==> src/rtl/yfts_pkg.sv <==
// Shared types and constants of the YAML flow token scanner.
package yfts_pkg;

    localparam int STACK_DEPTH = 1024;
    localparam int DEPTH_W     = $clog2(STACK_DEPTH + 1);
    localparam int ADDR_W      = (STACK_DEPTH > 1) ? $clog2(STACK_DEPTH) : 1;

    typedef enum logic [3:0] {
        TK_SCALAR = 4'd0,
        TK_LBRACK = 4'd1,
        TK_LBRACE = 4'd2,
        TK_RBRACK = 4'd3,
        TK_RBRACE = 4'd4,
        TK_COMMA  = 4'd5,
        TK_COLON  = 4'd6,
        TK_BULLET = 4'd7,
        TK_ERROR  = 4'd8,
        TK_END    = 4'd9
    } t_token_kind;

    typedef enum logic [3:0] {
        CL_OTHER,
        CL_SQUOTE,
        CL_DQUOTE,
        CL_LBRACK,
        CL_LBRACE,
        CL_RBRACK,
        CL_RBRACE,
        CL_COMMA,
        CL_COLON,
        CL_DASH,
        CL_SPACE,
        CL_TAB,
        CL_CR,
        CL_LF,
        CL_BACKSLASH,
        CL_NUL
    } t_byte_class;

    typedef struct packed {
        logic [7:0] text_byte;
        logic       is_last;
    } t_in_item;

    typedef struct packed {
        logic [3:0] token_kind;
        logic       last_of_run;
    } t_out_item;

    typedef struct packed {
        t_byte_class byte_class;
        logic        is_last;
    } t_q_item;

    typedef struct packed {
        logic               error_seen;
        logic [DEPTH_W-1:0] depth;
    } t_back_status;

endpackage

==> src/rtl/yfts_ram.sv <==
// Generic single-port-write, single-port-read RAM with registered read data.
module yfts_ram #(
    parameter int WIDTH = 1,
    parameter int DEPTH = 1024
) (
    input  logic                                   i_clk,
    input  logic                                   i_we,
    input  logic [((DEPTH > 1) ? $clog2(DEPTH) : 1)-1:0] i_waddr,
    input  logic [WIDTH-1:0]                       i_wdata,
    input  logic [((DEPTH > 1) ? $clog2(DEPTH) : 1)-1:0] i_raddr,
    output logic [WIDTH-1:0]                       o_rdata
);
    logic [WIDTH-1:0] r_mem [DEPTH];

    always_ff @(posedge i_clk) begin
        if (i_we) begin
            r_mem[i_waddr] <= i_wdata;
        end
        o_rdata <= r_mem[i_raddr];
    end

endmodule

==> src/rtl/yfts_front.sv <==
// Front part: classifies each incoming byte and holds it in a two-entry queue.
module yfts_front (
    input  logic              i_clk,
    input  logic              i_rst_n,
    input  logic              i_in_valid,
    output logic              o_in_stall,
    input  yfts_pkg::t_in_item i_in_item,
    output logic              o_q_valid,
    input  logic              i_q_pop,
    output yfts_pkg::t_q_item o_q_item
);
    import yfts_pkg::*;

    localparam logic [7:0] CH_SQUOTE    = 8'h27;
    localparam logic [7:0] CH_DQUOTE    = 8'h22;
    localparam logic [7:0] CH_LBRACK    = 8'h5B;
    localparam logic [7:0] CH_LBRACE    = 8'h7B;
    localparam logic [7:0] CH_RBRACK    = 8'h5D;
    localparam logic [7:0] CH_RBRACE    = 8'h7D;
    localparam logic [7:0] CH_COMMA     = 8'h2C;
    localparam logic [7:0] CH_COLON     = 8'h3A;
    localparam logic [7:0] CH_DASH      = 8'h2D;
    localparam logic [7:0] CH_SPACE     = 8'h20;
    localparam logic [7:0] CH_TAB       = 8'h09;
    localparam logic [7:0] CH_CR        = 8'h0D;
    localparam logic [7:0] CH_LF        = 8'h0A;
    localparam logic [7:0] CH_BACKSLASH = 8'h5C;
    localparam logic [7:0] CH_NUL       = 8'h00;

    t_q_item     r_slot [2];
    logic        r_wr_ptr;
    logic        r_rd_ptr;
    logic [1:0]  r_count;
    logic        push;
    t_byte_class cls;

    always_comb begin
        case (i_in_item.text_byte)
            CH_SQUOTE:    cls = CL_SQUOTE;
            CH_DQUOTE:    cls = CL_DQUOTE;
            CH_LBRACK:    cls = CL_LBRACK;
            CH_LBRACE:    cls = CL_LBRACE;
            CH_RBRACK:    cls = CL_RBRACK;
            CH_RBRACE:    cls = CL_RBRACE;
            CH_COMMA:     cls = CL_COMMA;
            CH_COLON:     cls = CL_COLON;
            CH_DASH:      cls = CL_DASH;
            CH_SPACE:     cls = CL_SPACE;
            CH_TAB:       cls = CL_TAB;
            CH_CR:        cls = CL_CR;
            CH_LF:        cls = CL_LF;
            CH_BACKSLASH: cls = CL_BACKSLASH;
            CH_NUL:       cls = CL_NUL;
            default:      cls = CL_OTHER;
        endcase
    end

    assign o_in_stall = (r_count == 2'd2);
    assign push       = i_in_valid && !o_in_stall;
    assign o_q_valid  = (r_count != 2'd0);
    assign o_q_item   = r_slot[r_rd_ptr];

    always_ff @(posedge i_clk) begin
        if (push) begin
            r_slot[r_wr_ptr] <= '{byte_class: cls, is_last: i_in_item.is_last};
        end
        if (!i_rst_n) begin
            r_wr_ptr <= 1'b0;
            r_rd_ptr <= 1'b0;
            r_count  <= 2'd0;
        end else begin
            if (push) begin
                r_wr_ptr <= !r_wr_ptr;
            end
            if (i_q_pop) begin
                r_rd_ptr <= !r_rd_ptr;
            end
            if (push && !i_q_pop) begin
                r_count <= r_count + 2'd1;
            end else if (!push && i_q_pop) begin
                r_count <= r_count - 2'd1;
            end
        end
    end

endmodule

==> src/rtl/yfts_back.sv <==
// Back part: quote and nesting state, bracket stack and the token buffer.
module yfts_back (
    input  logic                   i_clk,
    input  logic                   i_rst_n,
    input  logic                   i_q_valid,
    input  yfts_pkg::t_q_item      i_q_item,
    output logic                   o_q_pop,
    output logic                   o_out_valid,
    input  logic                   i_out_stall,
    output yfts_pkg::t_out_item    o_out_item,
    output yfts_pkg::t_back_status o_status
);
    import yfts_pkg::*;

    logic               r_error_seen, n_error_seen;
    logic               r_in_single, n_in_single;
    logic               r_in_double, n_in_double;
    logic               r_close_pending, n_close_pending;
    logic               r_skip_next, n_skip_next;
    logic               r_line_start, n_line_start;
    logic               r_colon_seen, n_colon_seen;
    logic [DEPTH_W-1:0] r_depth, n_depth;
    logic               r_top, n_top;
    logic               r_hold, n_hold;
    logic               r_use_hold, n_use_hold;
    t_token_kind        r_tok [3];
    t_token_kind        n_tok [3];
    logic [1:0]         r_cnt, n_cnt;
    logic [1:0]         r_idx, n_idx;

    logic               below;
    logic               ram_rdata;
    logic               ram_we;
    logic               out_fire;
    logic               buf_free;
    logic               blank;
    logic               consumed;
    logic               push_req, push_brace, pop_req;
    logic [3:0]         cand_v;
    t_token_kind        cand_k [4];
    logic [1:0]         ecnt;

    assign below       = r_use_hold ? r_hold : ram_rdata;
    assign o_out_valid = (r_idx != r_cnt);
    assign out_fire    = o_out_valid && !i_out_stall;
    assign buf_free    = (r_idx == r_cnt) || (out_fire && (r_idx + 2'd1 == r_cnt));
    assign o_q_pop     = i_q_valid && buf_free;

    assign o_out_item.token_kind  = r_tok[r_idx];
    assign o_out_item.last_of_run = (r_idx + 2'd1 == r_cnt);
    assign o_status.error_seen    = r_error_seen;
    assign o_status.depth         = r_depth;

    assign ram_we = push_req && (r_depth != DEPTH_W'(STACK_DEPTH)) && (r_depth != '0);

    yfts_ram #(
        .WIDTH (1),
        .DEPTH (STACK_DEPTH)
    ) u_stack (
        .i_clk   (i_clk),
        .i_we    (ram_we),
        .i_waddr (ADDR_W'(r_depth - DEPTH_W'(1))),
        .i_wdata (r_top),
        .i_raddr (ADDR_W'(n_depth - DEPTH_W'(2))),
        .o_rdata (ram_rdata)
    );

    always_comb begin
        n_error_seen    = r_error_seen;
        n_in_single     = r_in_single;
        n_in_double     = r_in_double;
        n_close_pending = r_close_pending;
        n_skip_next     = r_skip_next;
        n_line_start    = r_line_start;
        n_colon_seen    = r_colon_seen;
        n_depth         = r_depth;
        n_top           = r_top;
        n_hold          = r_hold;
        n_use_hold      = 1'b0;
        consumed        = 1'b0;
        push_req        = 1'b0;
        push_brace      = 1'b0;
        pop_req         = 1'b0;
        cand_v          = '0;
        cand_k[0]       = TK_SCALAR;
        cand_k[1]       = TK_SCALAR;
        cand_k[2]       = TK_SCALAR;
        cand_k[3]       = TK_END;
        blank           = i_q_item.byte_class inside {CL_SPACE, CL_LF, CL_CR, CL_TAB, CL_NUL};

        if (o_q_pop && !r_error_seen) begin
            // A held closing quote followed by another quote is an escaped quote.
            if (r_close_pending) begin
                n_close_pending = 1'b0;
                if (i_q_item.byte_class == CL_SQUOTE) begin
                    consumed = 1'b1;
                end else begin
                    n_in_single = 1'b0;
                    cand_v[3]   = 1'b1;
                end
            end
            if (!consumed) begin
                if (r_colon_seen && !blank && (r_depth == '0)) begin
                    n_colon_seen = 1'b0;
                    n_error_seen = 1'b1;
                    cand_v[2]    = 1'b1;
                    cand_k[1]    = TK_ERROR;
                end else begin
                    n_colon_seen = 1'b0;
                    if (n_in_single) begin
                        if (i_q_item.byte_class == CL_SQUOTE) begin
                            n_close_pending = 1'b1;
                        end
                    end else if (r_in_double) begin
                        if (r_skip_next) begin
                            n_skip_next = 1'b0;
                        end else if (i_q_item.byte_class == CL_BACKSLASH) begin
                            n_skip_next = 1'b1;
                        end else if (i_q_item.byte_class == CL_DQUOTE) begin
                            n_in_double = 1'b0;
                            cand_v[2]   = 1'b1;
                            cand_k[1]   = TK_SCALAR;
                        end
                    end else if (r_line_start && (i_q_item.byte_class == CL_TAB)) begin
                        n_error_seen = 1'b1;
                        cand_v[2]    = 1'b1;
                        cand_k[1]    = TK_ERROR;
                    end else if (i_q_item.byte_class == CL_LF) begin
                        n_line_start = 1'b1;
                    end else if (!(i_q_item.byte_class inside {CL_SPACE, CL_TAB, CL_CR})) begin
                        n_line_start = 1'b0;
                        case (i_q_item.byte_class)
                            CL_SQUOTE: n_in_single = 1'b1;
                            CL_DQUOTE: n_in_double = 1'b1;
                            CL_LBRACK: begin
                                push_req  = 1'b1;
                                cand_v[2] = 1'b1;
                                cand_k[1] = TK_LBRACK;
                            end
                            CL_LBRACE: begin
                                push_req   = 1'b1;
                                push_brace = 1'b1;
                                cand_v[2]  = 1'b1;
                                cand_k[1]  = TK_LBRACE;
                            end
                            CL_RBRACK, CL_RBRACE: begin
                                cand_v[2] = 1'b1;
                                if ((r_depth != '0) &&
                                    (r_top == (i_q_item.byte_class == CL_RBRACE))) begin
                                    pop_req   = 1'b1;
                                    cand_k[1] = (i_q_item.byte_class == CL_RBRACE) ?
                                                TK_RBRACE : TK_RBRACK;
                                end else begin
                                    n_error_seen = 1'b1;
                                    cand_k[1]    = TK_ERROR;
                                end
                            end
                            CL_COMMA: begin
                                cand_v[2] = 1'b1;
                                cand_k[1] = TK_COMMA;
                            end
                            CL_COLON: begin
                                n_colon_seen = 1'b1;
                                cand_v[2]    = 1'b1;
                                cand_k[1]    = TK_COLON;
                            end
                            CL_DASH: begin
                                cand_v[2] = 1'b1;
                                cand_k[1] = TK_BULLET;
                            end
                            default: ;
                        endcase
                    end
                end
            end

            // Stack update: the top entry lives in a register, the rest in RAM.
            if (push_req && (r_depth != DEPTH_W'(STACK_DEPTH))) begin
                n_depth    = r_depth + DEPTH_W'(1);
                n_top      = push_brace;
                n_hold     = r_top;
                n_use_hold = (r_depth != '0);
            end else if (pop_req) begin
                n_depth = r_depth - DEPTH_W'(1);
                n_top   = below;
            end

            if (i_q_item.is_last && !n_error_seen) begin
                if (n_close_pending) begin
                    n_close_pending = 1'b0;
                    n_in_single     = 1'b0;
                    cand_v[1]       = 1'b1;
                end
                cand_v[0] = 1'b1;
                if (n_in_single || n_in_double || (n_depth != '0)) begin
                    n_error_seen = 1'b1;
                    cand_k[3]    = TK_ERROR;
                end
            end
        end

        if (o_q_pop && i_q_item.is_last) begin
            n_error_seen    = 1'b0;
            n_in_single     = 1'b0;
            n_in_double     = 1'b0;
            n_close_pending = 1'b0;
            n_skip_next     = 1'b0;
            n_line_start    = 1'b1;
            n_colon_seen    = 1'b0;
            n_depth         = '0;
            n_use_hold      = 1'b0;
        end
    end

    // Token order: held scalar, scanned token, final scalar, then end or error.
    always_comb begin
        n_tok[0] = r_tok[0];
        n_tok[1] = r_tok[1];
        n_tok[2] = r_tok[2];
        n_cnt    = r_cnt;
        n_idx    = r_idx;
        ecnt     = 2'd0;
        if (out_fire) begin
            n_idx = r_idx + 2'd1;
        end
        if (o_q_pop) begin
            for (int i = 3; i >= 0; i--) begin
                if (cand_v[i]) begin
                    case (ecnt)
                        2'd0:    n_tok[0] = cand_k[3-i];
                        2'd1:    n_tok[1] = cand_k[3-i];
                        default: n_tok[2] = cand_k[3-i];
                    endcase
                    ecnt = ecnt + 2'd1;
                end
            end
            n_cnt = ecnt;
            n_idx = 2'd0;
        end
    end

    always_ff @(posedge i_clk) begin
        r_top    <= n_top;
        r_hold   <= n_hold;
        r_tok[0] <= n_tok[0];
        r_tok[1] <= n_tok[1];
        r_tok[2] <= n_tok[2];
        if (!i_rst_n) begin
            r_error_seen    <= 1'b0;
            r_in_single     <= 1'b0;
            r_in_double     <= 1'b0;
            r_close_pending <= 1'b0;
            r_skip_next     <= 1'b0;
            r_line_start    <= 1'b1;
            r_colon_seen    <= 1'b0;
            r_depth         <= '0;
            r_use_hold      <= 1'b0;
            r_cnt           <= 2'd0;
            r_idx           <= 2'd0;
        end else begin
            r_error_seen    <= n_error_seen;
            r_in_single     <= n_in_single;
            r_in_double     <= n_in_double;
            r_close_pending <= n_close_pending;
            r_skip_next     <= n_skip_next;
            r_line_start    <= n_line_start;
            r_colon_seen    <= n_colon_seen;
            r_depth         <= n_depth;
            r_use_hold      <= n_use_hold;
            r_cnt           <= n_cnt;
            r_idx           <= n_idx;
        end
    end

endmodule

==> src/rtl/yaml_flow_token_scanner_top.sv <==
// Top level of the YAML flow token scanner: front classifier, queue and back scanner.
// An accepted byte is registered in the two-entry queue, then its tokens are registered in
// the three-entry token buffer, from which they are offered at the output.
// Throughput: one byte per cycle while each byte yields at most one token and the output
// is not stalled; a byte that yields more tokens holds the back part until all are sent.
// Reset (synchronous, active low) clears the queue, scan state and token buffer at once;
// the bracket stack RAM is not cleared, since only entries written in the run are read.
module yaml_flow_token_scanner_top (
    input  logic                i_clk,
    input  logic                i_rst_n,
    input  logic                i_in_valid,
    output logic                o_in_stall,
    input  yfts_pkg::t_in_item  i_in_item,
    output logic                o_out_valid,
    input  logic                i_out_stall,
    output yfts_pkg::t_out_item o_out_item
);
    import yfts_pkg::*;

    // Classified bytes pass from the front part to the back part through a
    // two-entry queue, so that an input transfer can still be taken while
    // the back part waits on a stalled output transfer.
    logic         q_valid;
    logic         q_pop;
    t_q_item      q_item;
    t_back_status status;

    yfts_front u_front (
        .i_clk      (i_clk),
        .i_rst_n    (i_rst_n),
        .i_in_valid (i_in_valid),
        .o_in_stall (o_in_stall),
        .i_in_item  (i_in_item),
        .o_q_valid  (q_valid),
        .i_q_pop    (q_pop),
        .o_q_item   (q_item)
    );

    // The back part keeps the quote, line and nesting state. The top of the
    // bracket stack is held in a register and the levels beneath it in RAM,
    // so a close can be checked in the same cycle as it arrives. Tokens of
    // one byte are buffered and leave one per output transfer.
    yfts_back u_back (
        .i_clk       (i_clk),
        .i_rst_n     (i_rst_n),
        .i_q_valid   (q_valid),
        .i_q_item    (q_item),
        .o_q_pop     (q_pop),
        .o_out_valid (o_out_valid),
        .i_out_stall (i_out_stall),
        .o_out_item  (o_out_item),
        .o_status    (status)
    );

    // An error or end token always closes the run of tokens of its byte.
    a_final_token_last : assert property (@(posedge i_clk) disable iff (!i_rst_n)
        o_out_valid && ((o_out_item.token_kind == TK_ERROR) ||
                        (o_out_item.token_kind == TK_END))
        |-> o_out_item.last_of_run)
        else $error("error or end token not marked as last of its run");

    // Once an error is latched, the nesting depth is frozen until the run ends.
    a_depth_frozen : assert property (@(posedge i_clk) disable iff (!i_rst_n)
        $past(status.error_seen) && status.error_seen |-> $stable(status.depth))
        else $error("nesting depth changed after an error");

    // The depth moves by one level at most, or returns to zero at the end of a run.
    a_depth_step : assert property (@(posedge i_clk) disable iff (!i_rst_n)
        status.depth != $past(status.depth) |->
            (status.depth == $past(status.depth) + DEPTH_W'(1)) ||
            (status.depth == $past(status.depth) - DEPTH_W'(1)) ||
            (status.depth == '0))
        else $error("nesting depth jumped");

    // The depth never exceeds the stack size.
    a_depth_bound : assert property (@(posedge i_clk) disable iff (!i_rst_n)
        q_pop |=> (status.depth <= DEPTH_W'(STACK_DEPTH)))
        else $error("nesting depth beyond stack size");

endmodule
==> config.mk <==
export PLATFORM = sky130hd
export DESIGN_NAME = yaml_flow_token_scanner_top
export DESIGN_NICKNAME = d
export VERILOG_FILES = /design/src/rtl/yfts_pkg.sv /design/src/rtl/yfts_ram.sv /design/src/rtl/yfts_front.sv /design/src/rtl/yfts_back.sv /design/src/rtl/yaml_flow_token_scanner_top.sv
export SDC_FILE = /design/constraint.sdc
export NUM_CORES = 2
export LEC_CHECK = 0
export ABC_AREA = 0
export BUFFER_PORTS_ARGS = -buffer_cell sky130_fd_sc_hd__buf_2
export CORE_ASPECT_RATIO = 0.8
export CORE_MARGIN = 2
export CORE_UTILIZATION = 60
export CTS_CLUSTER_SIZE = 12
export DETAILED_ROUTE_END_ITERATION = 7
export GPL_TIMING_DRIVEN = 0
export PLACE_DENSITY_LB_ADDON = 0.05
export SLEW_MARGIN = 5
export SYNTH_ARGS = -nofsm -noshare
export SYNTH_HDL_FRONTEND = slang
export SYNTH_HIERARCHICAL = 1
export SYNTH_SLANG_ARGS = --single-unit
==> constraint.sdc <==
create_clock -name i_clk -period 20.6 [get_ports i_clk]
set_clock_uncertainty 0.05 [all_clocks]
set_input_delay 3.09 -clock i_clk [delete_from_list [all_inputs] [get_ports i_clk]]
set_output_delay 3.09 -clock i_clk [all_outputs]
set_load 0.1 [all_outputs]
Word-level counts from Yosys, hierarchy flattened
Memories as Yosys holds them, arrays and structs flattened. A register that Yosys moved wholly into a read port is not among the register bits.
Index checks and enable logic that the tools add are counted.
- memory bits (writable): 1046
- bits of input ports: 13
- ROM bits: 0
- memories: 3
- word-level logic and storage cells: 283
- output and inout port bits: 7
- latch bits: 0
- bits in registers: 29
- memory list (name ; words ; bits a word ; read ports ; clocked after Yosys merged registers in ; wr ports ; RTL line ; text):
    u_back.u_stack.r_mem ; 1024 ; 1 ; 1 ; 1 ; 1 ; yfts_ram.sv:13 ; logic [WIDTH-1:0] r_mem [DEPTH];
    u_back.r_tok ; 3 ; 4 ; 4 ; 1 ; 3 ; yfts_back.sv:26 ; t_token_kind r_tok [3];
    u_front.r_slot ; 2 ; 5 ; 1 ; 1 ; 1 ; yfts_front.sv:30 ; t_q_item r_slot [2];
- multiply operators: 0
- shift operators: 0
- equal/unequal tests: 39
- add/subtract/negate cells: 9
- bitwise logic cells: 8
- order comparisons: 0
- mux-type cells: 154
- reductions and logical operators: 54
- divide/modulo/power cells: 0
- operators by type and width (operator ; number):
    $mux 1 ; 109
    $mux 4 ; 22
    $pmux 4 s15 ; 1
    $mux 11 ; 5
    $eq 8x6->1 const B ; 6
    $mux 12 ; 4
    $eq 8x7->1 const B ; 5
    $eq 4x4->1 const B ; 8
    $eq 8x4->1 const B ; 3
    $pmux 4 s6 ; 1
    $mux 2 ; 11
    $reduce_bool 11->1 ; 2
    $eq 4x3->1 const B ; 4
    $logic_and 1x1->1 ; 16
    $reduce_or 2->1 ; 7
    $add 11x1->11 const B ; 1
    $logic_not 11->1 ; 1
    $ne 11x11->1 const B ; 1
    $sub 11x1->11 const B ; 1
    $add 2x1->2 const B ; 5
    $sub 10x2->10 const B ; 1
    $logic_not 1->1 ; 9
    $eq 4x2->1 const B ; 2
    $logic_not 8->1 ; 1
    20 further kinds ; 38

Longest topological paths before layout
- depth after elaboration: 30
- depth in mapped cells: 25
- gate-level depth less buffers: 20

Modules after synthesis
The synthesis kept the hierarchy.
- modules (own cells, without submodules) (module ; cells each ; times used ; sequential area each (sq um) ; area an instance (sq um)):
    yfts_ram ; 3112 ; 1 ; 30769.5 ; 44656.6
    yfts_back ; 469 ; 1 ; 920.9 ; 3642.2
    yfts_front ; 91 ; 1 ; 400.4 ; 930.9

Worst setup path after synthesis
Ideal clock, no wire load.
- kind: reg2reg
- from: register u_back.r_top
- to: register u_back.u_stack.o_rdata, read port of u_back.u_stack.r_mem
- buffers on the path: 2
- period minus slack after synthesis: 16.980 ns
- arrival time: 16.791 ns
- path slack: 3.620 ns
- cell stages (with the launch flop): 19
- library setup time: 0.139 ns
- required time: 20.411 ns
- cell sequence: edfxtp_1 -> and3b_1 -> o21ai_1 -> nor2_1 -> a31oi_1 -> a2bb2oi_1 -> or2_2 -> ha_1 -> xor2_1 -> clkbuf_1 -> clkbuf_1 -> mux4_2 -> mux2i_1 -> nand2_1 -> nand3_1 -> nand4_1 -> and4_1 -> nor4_1 -> o2111ai_1
- cells in the longest elaborated chain, start to end: 18
- RTL lines (element ; RTL line ; text):
    start, declared ; yfts_back.sv:23 ; logic r_top, n_top;
    start signal, assigned ; yfts_back.sv:243 ; r_top <= n_top;
    $eq 1x1->1 ; yfts_back.sv:149 ; (r_top == (i_q_item.byte_class == CL_RBRACE))) begin
    $logic_and 1x1->1 ; yfts_back.sv:148 ; if ((r_depth != '0) &&
    $mux 1 ; yfts_back.sv:148 ;
    $mux 1 ; yfts_back.sv:132 ; case (i_q_item.byte_class)
    $mux 1 ; yfts_back.sv:130 ; end else if (!(i_q_item.byte_class inside {CL_SPACE, CL_TAB, CL_CR})) begin
    $mux 1 ; yfts_back.sv:128 ; end else if (i_q_item.byte_class == CL_LF) begin
    $mux 1 ; yfts_back.sv:124 ; end else if (r_line_start && (i_q_item.byte_class == CL_TAB)) begin
    $mux 1 ; yfts_back.sv:114 ; end else if (r_in_double) begin
    $mux 1 ; yfts_back.sv:110 ; if (n_in_single) begin
    $mux 1 ; yfts_back.sv:103 ; if (r_colon_seen && !blank && (r_depth == '0)) begin
    $mux 1 ; yfts_back.sv:102 ; if (!consumed) begin
    $mux 1 ; yfts_back.sv:91 ; if (o_q_pop && !r_error_seen) begin
    $mux 11 ; yfts_back.sv:183 ; end else if (pop_req) begin
    $mux 11 ; yfts_back.sv:178 ; if (push_req && (r_depth != DEPTH_W'(STACK_DEPTH))) begin
    $mux 11 (2 in series) ; yfts_back.sv:91 ;
    $mux 11 ; yfts_back.sv:202 ; if (o_q_pop && i_q_item.is_last) begin
    $sub 10x2->10 ; yfts_back.sv:64 ; .i_raddr (ADDR_W'(n_depth - DEPTH_W'(2))),
    end, declared ; yfts_ram.sv:11 ; output logic [WIDTH-1:0] o_rdata
No other way between the ends. The select of a mux whose other input is x is not followed.
A chain may end at the register's enable or synchronous reset.

Worst setup path after layout
- from: input i_out_stall
- to: register u_back.u_stack.o_rdata, read port of u_back.u_stack.r_mem
- cells in the longest elaborated chain, start to end: 9
- elaborated cells between the ends (all ways): 10
- those cells by class: 1 x add/sub; 2 x mux; 7 x reduce/logical
- RTL lines (element ; RTL line ; text):
    start, declared ; yaml_flow_token_scanner_top.sv:15 ; input logic i_out_stall,
    $logic_not 1->1 (*) ; yfts_back.sv:45 ; assign out_fire = o_out_valid && !i_out_stall;
    $logic_and 1x1->1 (*) ; yfts_back.sv:45 ;
    $logic_and 1x1->1 (*) ; yfts_back.sv:46 ; assign buf_free = (r_idx == r_cnt) || (out_fire && (r_idx + 2'd1 == r_cnt));
    $logic_or 1x1->1 (*) ; yfts_back.sv:46 ;
    $logic_and 1x1->1 (*) ; yfts_back.sv:47 ; assign o_q_pop = i_q_valid && buf_free;
    $logic_and 1x1->1 ; yfts_back.sv:91 ;
    $mux 11 ; yfts_back.sv:91 ;
    $mux 11 (*) ; yfts_back.sv:202 ;
    $sub 10x2->10 (*) ; yfts_back.sv:64 ;
Mark *: on every way between the ends. The rest lies on a longest branch, timed or not.

==> impl_metrics.py <==
metrics = {
    "outcome": {
        "status": "finished with violations",
        "failed_checks": "capacitance limit, slew limit",
    },
    "placed_design": {
        "gp_congestion": 1.05,
        "dp.cells": 4816,
        "numPortBuffers": 16,
        "dp_hpwl_mm": 118,
        "post_dp_cell_area_mm2": 0.0516,
        "detailedPlace.worstSlack_ns": 10.13,
    },
    "clocking": {
        "cts-root-buf": "clkbuf_16",
        "h-tree-depth": 3,
        "cts_setup_buffers": 0,
        "cts.clk_slew.worst_paths_ns": 0.07,
        "cts_tree": "yes",
        "postCtsHoldBufs": 0,
        "cts_resized": 0,
        "cts_buffers": 106,
        "cts_sinks": 1079,
        "clk_latency_ns": 0.70,
        "clk_path_buf_depth": 3,
    },
    "floorplanning": {
        "die_w_um": 324,
        "num_rows": 93,
        "die_h_um": 260,
        "dieArea_mm2": 0.0844,
        "io_pins": 20,
        "start_util_pct": 60.9,
        "core_area_mm2": 0.0809,
    },
    "final_layout": {
        "nFillCells": 5764,
        "instances_no_fill": 4983,
        "layout.nets": 3854,
        "stdcell_area_mm2": 0.0547,
        "area_growth_pct": 11.2,
        "drive_gt1_share_pct": 12.9,
    },
    "timing": {
        "post-route-min-period_ns": 10.59,
        "slew_viol_final": 53,
        "hold_viol_final": 0,
        "max_freq_mhz": 94.4,
        "rsz0062_at_grt": "false",
        "setup_viol": 0,
        "fin_tns_setup_ns": 0,
        "relSlewSlack_pct": -6.79,
        "worst_pin_slew_ns": 1.60,
        "fin_crit_sh_pct": 51.4,
        "hold_ws_ns": 0.459,
        "fin_ws_ns": 10.01,
    },
    "worst_hold_path": {
        "hp-class": "reg2reg",
    },
    "critical_path": {
        "slowest_stage": "nor3_1",
        "crit_family": "buffers and inverters",
        "path_cells": "buf_2 -> nor2b_1 -> a2111oi_1 -> nor2_2 -> clkbuf_1 -> o2bb2ai_1 -> a2bb2oi_1 -> or2_2 -> ha_1 -> inv_1 -> clkbuf_1 -> clkinv_1 -> buf_4 -> clkbuf_1 -> clkbuf_1 -> a21oi_1 -> nor3_1 -> nor3_1 -> a31oi_1 -> nand3_1 -> o2111ai_1",
        "cp-start-kind": "input pin",
        "path_common_cell": "clkbuf_1",
        "critPathArrivalTime_ns": 10.94,
        "worstPathMaxFanout": 10,
        "worstSetupPathType": "in2reg",
        "worst_ep_required_time_ns": 20.95,
        "cp_slowest_stage_delay_ns": 1.12,
        "path_buf_inv": 8,
        "critPathCaptureType": "flip-flop",
    },
    "global_routing": {
        "grt_pass1_wl_mm": 243,
        "grt_overflow": 0,
        "track_usage_pct": 42.4,
        "grt_pass1_vias": 32500,
        "antenna_found_initial": 10,
        "grt_start_max_net_pins": 41,
    },
    "synthesis": {
        "synth.avg_cell_area_um2": 13.4,
        "syn-cell-area_mm2": 0.0492,
        "netlist_instances": 3671,
        "synth_warnings": 6,
        "syn_nets": 3693,
    },
    "power_and_ir_drop": {
        "leakagePower_nw": 16.2,
        "power.density_mw_per_mm2": 114,
        "ir_worst_vdd_uv": 84.8,
    },
    "routing": {
        "postRouteWirelength_mm": 178,
        "wl_per_cell_um": 35.7,
        "drt-initial-drc-count": 7035,
        "dr.pass1.iters": 8,
        "viasPerCell": 7.16,
        "vias": 35700,
        "drt_drc_violations_left": 0,
        "postRouteAntennaNets": 0,
    },
    "flow_run": {
        "drv_cap": 5,
    },
}
[worst paths after layout]
kind | endpoint | slack, ns | cells past startpoint | startpoint
max | u_back/u_stack/o_rdata | 10.01 | 21 | i_out_stall
min | u_front/r_count[1] | 0.46 | 2 | u_front/r_count[1]
max reg2reg | u_back/u_stack/o_rdata | 11.35 | 21 | flip-flop
min reg2reg | u_front/r_count[1] | 0.46 | 2 | u_front/r_count[1]
[layout make-up]
type                            instances  area [um2]  area share (%)
Buffer                                335        1630            2.98
Antenna cell                            7        17.5          0.0320
Sequential cell                      1079       32100            58.6
Tap cell                             1092        1370            2.50
Multi-Input combinational cell       2223       15400            28.1
Clock buffer                          132        2790            5.10
Clock inverter                         28         297           0.542
Inverter                               34         128           0.233
Timing Repair Buffer                   53        1010            1.84
[sequential cells by signal, summed over array words and instances (netlist names), 2 cells and up, named ones only]
| name | flops |
|---|---|
| u_back/r_idx | 2 |
| u_back/r_cnt | 2 |
| u_back/r_tok | 12 |
| u_back/u_stack/r_mem | 1024 |
| u_back/r_depth | 11 |
| u_front/r_slot | 10 |
| u_front/r_count | 2 |
[per-layer routing]
| metal | routed length [um] | global-route usage [%] |
|---|---|---|
| met1 | 62400 | 58.8 |
| met2 | 72700 | 58.1 |
| met3 | 32700 | 18.7 |
| met4 | 10000 | 18.7 |
| met5 | 324 | 1.77 |
[worst min-delay path: stages (launching register included)]
cell      delay (ns)
dfxtp_1         0.33
o21ai_0         0.07
a21boi_1        0.06
[cells in the final DEF, fill, tap and decap left out, types with 14 or more instances in the layout]
cell,instances
nor2_1,1086
nor3_1,58
o22ai_1,31
nand3_1,50
and2_1,19
mux2i_1,131
buf_16,30
xnor2_1,16
mux4_1,14
nand2_1,128
nand4_1,21
a22oi_1,18
mux4_2,200
dfxtp_1,31
o221ai_1,50
edfxtp_1,1048
nand2b_1,18
o21ai_0,38
clkbuf_16,108
clkbuf_1,217
buf_1,56
a21oi_1,68
clkinv_1,19
buf_6,23
nor2b_1,21
buf_2,49
inv_1,30
[per-stage QoR]
| step | utilization [%] | power (mW) |
|---|---|---|
| 3_3_place_gp | 62.7 | 4.39 |
| 2_1_floorplan | - | 3.69 |
| 4_1_cts | 67.6 | 6.12 |
| 5_1_grt | 67.6 | 6.32 |
| 6_report | 67.7 | 6.23 |
| 3_5_place_dp | 63.8 | 4.34 |
[power breakdown]
group | total (mW) | internal (mW) | switching [mW]
Clock | 1.82 | 1.01 | 0.809
Combinational | 1.90 | 0.560 | 1.34
Sequential | 2.51 | 2.49 | 0.0216
Total | 6.23 | 4.06 | 2.17
(Power assumes the default switching activity.)
